### src/hdl/bpte_pkg.sv
// ----------------------------------------------------------------------------
// bpte_pkg
// shared constants, codes and control/status types of the token expander
// ----------------------------------------------------------------------------
package bpte_pkg;

  localparam int TABLE_ENTRIES = 4096;
  localparam int STACK_DEPTH   = 32;
  localparam int MAX_RUN       = 64;

  localparam int SYM_W      = 12;
  localparam int BYTE_W     = 8;
  localparam int PAIR_W     = 2 * SYM_W;
  localparam int LEAF_LIMIT = 256;

  localparam int TBL_AW = $clog2(TABLE_ENTRIES);
  localparam int STK_AW = $clog2(STACK_DEPTH);
  localparam int SP_W   = $clog2(STACK_DEPTH + 1);
  localparam int BUF_AW = $clog2(MAX_RUN);
  localparam int CNT_W  = $clog2(MAX_RUN + 1);

  localparam logic [SYM_W-1:0] LAST_SYMBOL_RST = SYM_W'(LEAF_LIMIT - 1);

  localparam logic CMD_WRITE  = 1'b0;
  localparam logic CMD_DECODE = 1'b1;

  localparam logic [1:0] ERR_OK       = 2'd0;
  localparam logic [1:0] ERR_UNKNOWN  = 2'd1;
  localparam logic [1:0] ERR_OVERFLOW = 2'd2;
  localparam logic [1:0] ERR_RUN_LONG = 2'd3;

  typedef struct packed {
    logic       accept;
    logic       push;
    logic       pop;
    logic       leaf_wr;
    logic       rd_clear;
    logic       rd_inc;
    logic       load_byte;
    logic       load_err;
    logic [1:0] err_code;
  } ctrl_cmd_t;

  typedef struct packed {
    logic dec_go;
    logic tok_bad;
    logic cur_low;
    logic pair_leaf;
    logic stack_full;
    logic stack_empty;
    logic run_full;
    logic rd_last;
    logic out_busy;
  } dp_stat_t;

endpackage

### src/hdl/bpte_ctrl.sv
// ----------------------------------------------------------------------------
// bpte_ctrl
// sequencer for table writes, depth first walk and run readout
// ----------------------------------------------------------------------------
module bpte_ctrl (
  input  logic                  clk,
  input  logic                  rst_n,
  input  bpte_pkg::dp_stat_t    st,
  output bpte_pkg::ctrl_cmd_t   cmd
);
  import bpte_pkg::*;

  typedef enum logic [2:0] {
    S_IDLE,
    S_CHECK,
    S_LOOKUP,
    S_POP,
    S_FETCH,
    S_LOAD,
    S_ERROR
  } state_t;

  state_t     state_r, state_nxt;
  logic [1:0] err_code_r, err_code_nxt;
  logic       leaf_hit;

  always_comb begin
    state_nxt    = state_r;
    err_code_nxt = err_code_r;
    leaf_hit     = 1'b0;
    cmd          = '0;
    cmd.err_code = err_code_r;
    case (state_r)
      S_IDLE: begin
        cmd.accept = 1'b1;
        if (st.dec_go) begin
          state_nxt = S_CHECK;
        end
      end
      S_CHECK: begin
        if (st.tok_bad) begin
          err_code_nxt = ERR_UNKNOWN;
          state_nxt    = S_ERROR;
        end else if (st.cur_low) begin
          leaf_hit = 1'b1;
        end else begin
          state_nxt = S_LOOKUP;
        end
      end
      S_LOOKUP: begin
        if (st.pair_leaf) begin
          leaf_hit = 1'b1;
        end else if (st.stack_full) begin
          err_code_nxt = ERR_OVERFLOW;
          state_nxt    = S_ERROR;
        end else begin
          cmd.push  = 1'b1;
          state_nxt = S_CHECK;
        end
      end
      S_POP: begin
        cmd.pop   = 1'b1;
        state_nxt = S_CHECK;
      end
      S_FETCH: begin
        state_nxt = S_LOAD;
      end
      S_LOAD: begin
        if (!st.out_busy) begin
          cmd.load_byte = 1'b1;
          if (st.rd_last) begin
            state_nxt = S_IDLE;
          end else begin
            cmd.rd_inc = 1'b1;
            state_nxt  = S_FETCH;
          end
        end
      end
      S_ERROR: begin
        if (!st.out_busy) begin
          cmd.load_err = 1'b1;
          state_nxt    = S_IDLE;
        end
      end
      default: begin
        state_nxt = S_IDLE;
      end
    endcase

    // leaf found in check or lookup
    if (leaf_hit) begin
      if (st.run_full) begin
        err_code_nxt = ERR_RUN_LONG;
        state_nxt    = S_ERROR;
      end else begin
        cmd.leaf_wr = 1'b1;
        if (st.stack_empty) begin
          cmd.rd_clear = 1'b1;
          state_nxt    = S_FETCH;
        end else begin
          state_nxt = S_POP;
        end
      end
    end
  end

  always_ff @(posedge clk) begin
    if (!rst_n) begin
      state_r    <= S_IDLE;
      err_code_r <= ERR_OK;
    end else begin
      state_r    <= state_nxt;
      err_code_r <= err_code_nxt;
    end
  end

  a_load_free: assert property (@(posedge clk) disable iff (!rst_n)
    (cmd.load_byte || cmd.load_err) |-> !st.out_busy)
    else $error("result register loaded while a transaction is pending");

  a_push_room: assert property (@(posedge clk) disable iff (!rst_n)
    cmd.push |-> !st.stack_full)
    else $error("push with no room on the walk stack");

  a_run_room: assert property (@(posedge clk) disable iff (!rst_n)
    cmd.leaf_wr |-> !st.run_full)
    else $error("byte written past the run limit");

  a_pop_nonempty: assert property (@(posedge clk) disable iff (!rst_n)
    (state_r == S_POP) |-> !st.stack_empty)
    else $error("pop from an empty walk stack");

  a_walk_after_go: assert property (@(posedge clk) disable iff (!rst_n)
    (state_r == S_IDLE && st.dec_go) |=> (state_r == S_CHECK))
    else $error("decode transaction did not start a walk");

endmodule

### config.mk
export PLATFORM = sky130hd
export DESIGN_NAME = bpte_ctrl
export DESIGN_NICKNAME = d
export VERILOG_FILES = /design/src/hdl/bpte_pkg.sv /design/src/hdl/bpte_ctrl.sv
export SDC_FILE = /design/constraint.sdc
export NUM_CORES = 1
export LEC_CHECK = 0
export ABC_CLOCK_PERIOD_IN_PS = 1910
export BUFFER_PORTS_ARGS = -buffer_cell sky130_fd_sc_hd__clkbuf_2
export CAP_MARGIN = 20
export CORE_UTILIZATION = 30
export DETAILED_ROUTE_END_ITERATION = 7
export SLEW_MARGIN = 10
export SYNTH_ARGS = -nofsm -noshare
export SYNTH_HDL_FRONTEND = slang
export SYNTH_SLANG_ARGS = --single-unit
### constraint.sdc
create_clock -name clk -period 1.91 [get_ports clk]
set_input_delay 0.0955 -clock clk [delete_from_list [all_inputs] [get_ports clk]]
set_output_delay 0.0955 -clock clk [all_outputs]
set_load 0.005 [all_outputs]
Yosys cells after proc, flatten, opt, wreduce, memory -nomap -nowiden
Cells that the tools add are included.
{ "word_totals": {"word_cells": 50, "input_bits": 11, "ff_bits": 5, "out_inout_bits": 10} }
{ "op_classes": {"n_mux": 35, "eq_ne": 11, "n_reduce_logical": 2} }
{ "op_table": {"columns": ["op", "n"], "rows": [
  ["$mux 3", 11],
  ["$pmux 3 s7", 1],
  ["$mux 2", 9],
  ["$mux 1", 12],
  ["$ne 3x3->1 const B", 4],
  ["$eq 3x3->1 const B", 3],
  ["$eq 3x2->1 const B", 2],
  ["$reduce_and 5->1", 1],
  ["$ne 4x4->1 const B", 1],
  ["$pmux 2 s2", 1],
  ["$eq 3x1->1 const B", 1],
  ["$logic_not 3->1", 1],
  ["$pmux 1 s2", 1]
]} }

Longest topological paths before layout
{ "logic_depth": {"word_depth": 5, "depth_mapped": 5, "ltp_nobuf": 4} }

Worst setup path after synthesis
No wires, ideal clock.
{ "synth_path": {"path_type": "reg-to-reg", "from": "register state_r[1]", "to": "register state_r[2]", "t_arrival_ns": 1.006, "path_buffers": 1, "synth_period_minus_slack_ns": 1.137, "required_ns": 1.780, "setup_slack_ns": 0.773, "stages_incl_launch_ff": 5, "setup_time_ns": 0.130, "cell_sequence": "dfxtp_1 buf_2 o41ai_2 a21o_1 o22ai_1"} }
{ "synth_between": {"elab_chain_len": 4, "elab_cells_between_ends": 16, "classes_between": "eq/ne: 11; mux: 3; reduce/logical: 2"} }
{ "synth_rtl": {"columns": ["element", "line", "source"], "rows": [
  ["from (decl)", "bpte_ctrl.sv:23", "state_t state_r, state_nxt;"],
  ["from (signal assigned)", "bpte_ctrl.sv:112", "state_r <= state_nxt;"],
  ["$eq 3x2->1 / $eq 3x1->1 (equally long branches)", "bpte_ctrl.sv:33", "case (state_r)"],
  ["$pmux 1 s2", "bpte_ctrl.sv:33", null],
  ["$ne 4x4->1 (no line) / $ne 3x3->1 (equally long branches)", null, null],
  ["$reduce_and 5->1 (no line)", null, null]
]} }
Parallel ways exist; a longest one is shown, timed or not.
A chain may end at the register's enable or synchronous reset.

==> results.sh <==
export IMPL_ctsHtreeMaxLevel=1
export IMPL_hpwl_um=846.3
export IMPL_end_kind="primary output"
export IMPL_power_leakage_uw=0.0002525
export IMPL_gr_total_overflow=0
export IMPL_timing_hold_ws_ns=0.1467
export IMPL_syn_to_final_growth_pct=27.17
export IMPL_routabilityCongestion=0.7338
export IMPL_r2r_end="state_r[2]"
export IMPL_root_buffer="clkbuf_4"
export IMPL_seq_area_um2=100.1
export IMPL_netlist_instances=61
export IMPL_hold_class="primary input to flop"
export IMPL_post_synth_top_count_cell="nor2_1"
export IMPL_grt_max_degree=18
export IMPL_route_detailed_drc=0
export IMPL_syn_area_um2=460.4
export IMPL_drt_iter0_markers=19
export IMPL_portBuffers=20
export IMPL_synthFlopType="dfxtp_1"
export IMPL_cp_data_required_time_ns=1.81
export IMPL_routed_wirelength_um=1109
export IMPL_vias=526
export IMPL_synth_common_cells="nor2_1 (6), dfxtp_1 (5), nand2b_1 (5)"
export IMPL_fin_crit_ns=1.737
export IMPL_clkSinkCount=5
export IMPL_seq_area_frac_synth_pct=21.74
export IMPL_vdd_drop_max_uv=488.4
export IMPL_ys_warnings_count=0
export IMPL_rrSetupSlack_ns=0.32
export IMPL_path_clk_slew_ns=0.04
export IMPL_cts_made_buffers=3
export IMPL_critPathArrivalTime_ns=1.64
export IMPL_start_util_pct=33.70
export IMPL_critPathLaunch="state_r[1]"
export IMPL_fin_crit_sh_pct=90.95
export IMPL_ys_ff_latch=5
export IMPL_antenna_cells=0
export IMPL_nNetsFinal=94
export IMPL_worstPathMaxFanout=15
export IMPL_clk_insertion_delay_late_ns=0.24
export IMPL_multi_input_area_um2=329.1
export IMPL_worst_pin_slew_ns=0.5320
export IMPL_crit_type="flop to primary output"
export IMPL_crit_chain="nand3b_1 -> a21oi_4 -> and3_1 -> clkbuf_2"
export IMPL_post_drt_wl_per_cell_um=11.43
export IMPL_synth_edff_count=0
export IMPL_rsz0062_at_grt="false"
export IMPL_cts_hold_buf=0
export IMPL_synthesis_nets=72
export IMPL_fin_ws_ns=0.1729
export IMPL_reg2reg_depth=4
export IMPL_pre_cts_ws_ns=0.3780
export IMPL_avgViaCountPerCell=5.423
export IMPL_die_x_um=41.18
export IMPL_drv_cap=0
export IMPL_clk_path_buf_depth=2
export IMPL_fillers=157
export IMPL_reg2reg_from="state_r[1]"
export IMPL_synth_top_cell_area_share_pct=21.74
export IMPL_antenna_found_initial=0
export IMPL_die_h_um=41.18
export IMPL_synthArstFlopShare_pct=0
export IMPL_track_usage_pct=15.33
export IMPL_start_kind="flop"
export IMPL_fp_coreArea_um2=1366
export IMPL_setup_viol=0
export IMPL_dieArea_um2=1695
export IMPL_final_antenna_net_count=0
export IMPL_grt_pass1_vias=403
export IMPL_status="completed"
export IMPL_syn_area_per_cell_um2=7.548
export IMPL_synth_area_leaders="dfxtp_1 (22%), nand2b_1 (6.8%), nor2_1 (4.9%)"
export IMPL_synth_cell_types=31
export IMPL_finalHoldViolCount=0
export IMPL_crit_path_max_incr_delay_ns=0.64
export IMPL_cts_resized=0
export IMPL_fin_area_um2=585.6
export IMPL_endpoint="cmd[5]"
export IMPL_max_freq_ghz=0.5757
export IMPL_io_pins=21
export IMPL_worst_path_max_delay_cell="dfxtp_1"
export IMPL_first_pass_iters=4
export IMPL_power_density_nw_per_um2=1132
export IMPL_cts_tree="built"
export IMPL_drive_above_1_share_pct=34.15
export IMPL_num_rows=13
export IMPL_final_setup_tns_ns=0
export IMPL_postCtsSetupBuffers=0
export IMPL_slew_viol_final=0
export IMPL_finClkSkew_ns=0.002043
export IMPL_hold_start="st[2]"
export IMPL_synth_top_cell_by_area="dfxtp_1"
export IMPL_place_area_um2=559.3
export IMPL_grt_pass1_wl_um=1676
export IMPL_slew_headroom_pct=64.48
## report_power, final
group	switching [uW]	leakage (uW)	internal, uW
combinational	141	0.000196	160
sequential	101	0.0000411	139
clock	43.7	0.0000150	79.0
total	285	0.000253	378
## through the flow
step / total power (uW) / std cells / utilization [%]
6_report: 663.0 / 97 / 42.86
5_1_grt: 726.7 / 97 / 42.86
4_1_cts: 667.6 / 97 / 42.86
3_5_place_dp: 540.9 / 93 / 40.93
3_3_place_gp: 536.7 / 93 / 40.93
2_1_floorplan: 466.4 / 61 / -
## layout make-up
class / instances / area share (%)
Sequential cell: 5 / 17.09
Clock buffer: 4 / 4.487
Timing Repair Buffer: 20 / 17.09
Tap cell: 15 / 3.205
Inverter: 3 / 1.923
Multi-Input combinational cell: 50 / 56.20
## per-layer routing
metal  vias to the layer above  wire [um]  GRT usage, %
li1                        270          -             -
met4                         0          0         7.258
met3                         0         54         4.891
met5                         -          0             0
met2                        16        522         23.83
met1                       240        532         18.91
## state kept, by name (all words and copies together), names as in the netlist
name        count
err_code_r      2
state_r         3
## cell usage in the layout (no fill, tap or decap)
master and n:
o41ai_2 1, o21a_1 2, clkbuf_1 1, and3_1 2, o21ai_0 1, inv_1 3, nand4bb_1 1, and2_1 1
nor3_2 1, a31oi_1 1, nor2b_1 2, a21oi_2 1, nor3_1 3, clkbuf_4 3, nand3_1 1, a21boi_1 2
nand3b_1 1, and4bb_2 1, nor2_1 6, o21bai_1 1, dfxtp_1 5, a21oi_1 3, or3_1 1, a21o_1 2
a311oi_1 1, a21oi_4 1, nand2_1 4, o22ai_1 2, nand2b_1 5, a211oi_1 1, clkbuf_2 20, nor4_1 2
## cells by family (layout without fill, tap and decap cells)
logic type | Yosys count | count (layout) | synth area share, %
AOI/OAI and AO/OA | 19 | 19 | 32.34
buffers and inverters | 6 | 27 | 6.791
DFF | 5 | 5 | 21.74
and+or+nand+nor | 31 | 31 | 39.13
## critical path, delay by kind of cell (launching register included)
| kind | cells | cell delay (ns) |
|---|---|---|
| compound gates | 1 | 0.26 |
| buf+inv | 1 | 0.11 |
| flops | 1 | 0.64 |
| simple gates | 2 | 0.39 |
## worst min path at each step
stage	end	slack [ns]	cells past startpoint
floorplan	cmd[8]	0.23	1
global placement	err_code_r[0]	0.39	3
detailed placement	err_code_r[1]	0.40	3
CTS	err_code_r[1]	0.15	3
global route	state_r[0]	0.16	3
finish	err_code_r[1]	0.15	3
Power figures use the tool's default switching activity.
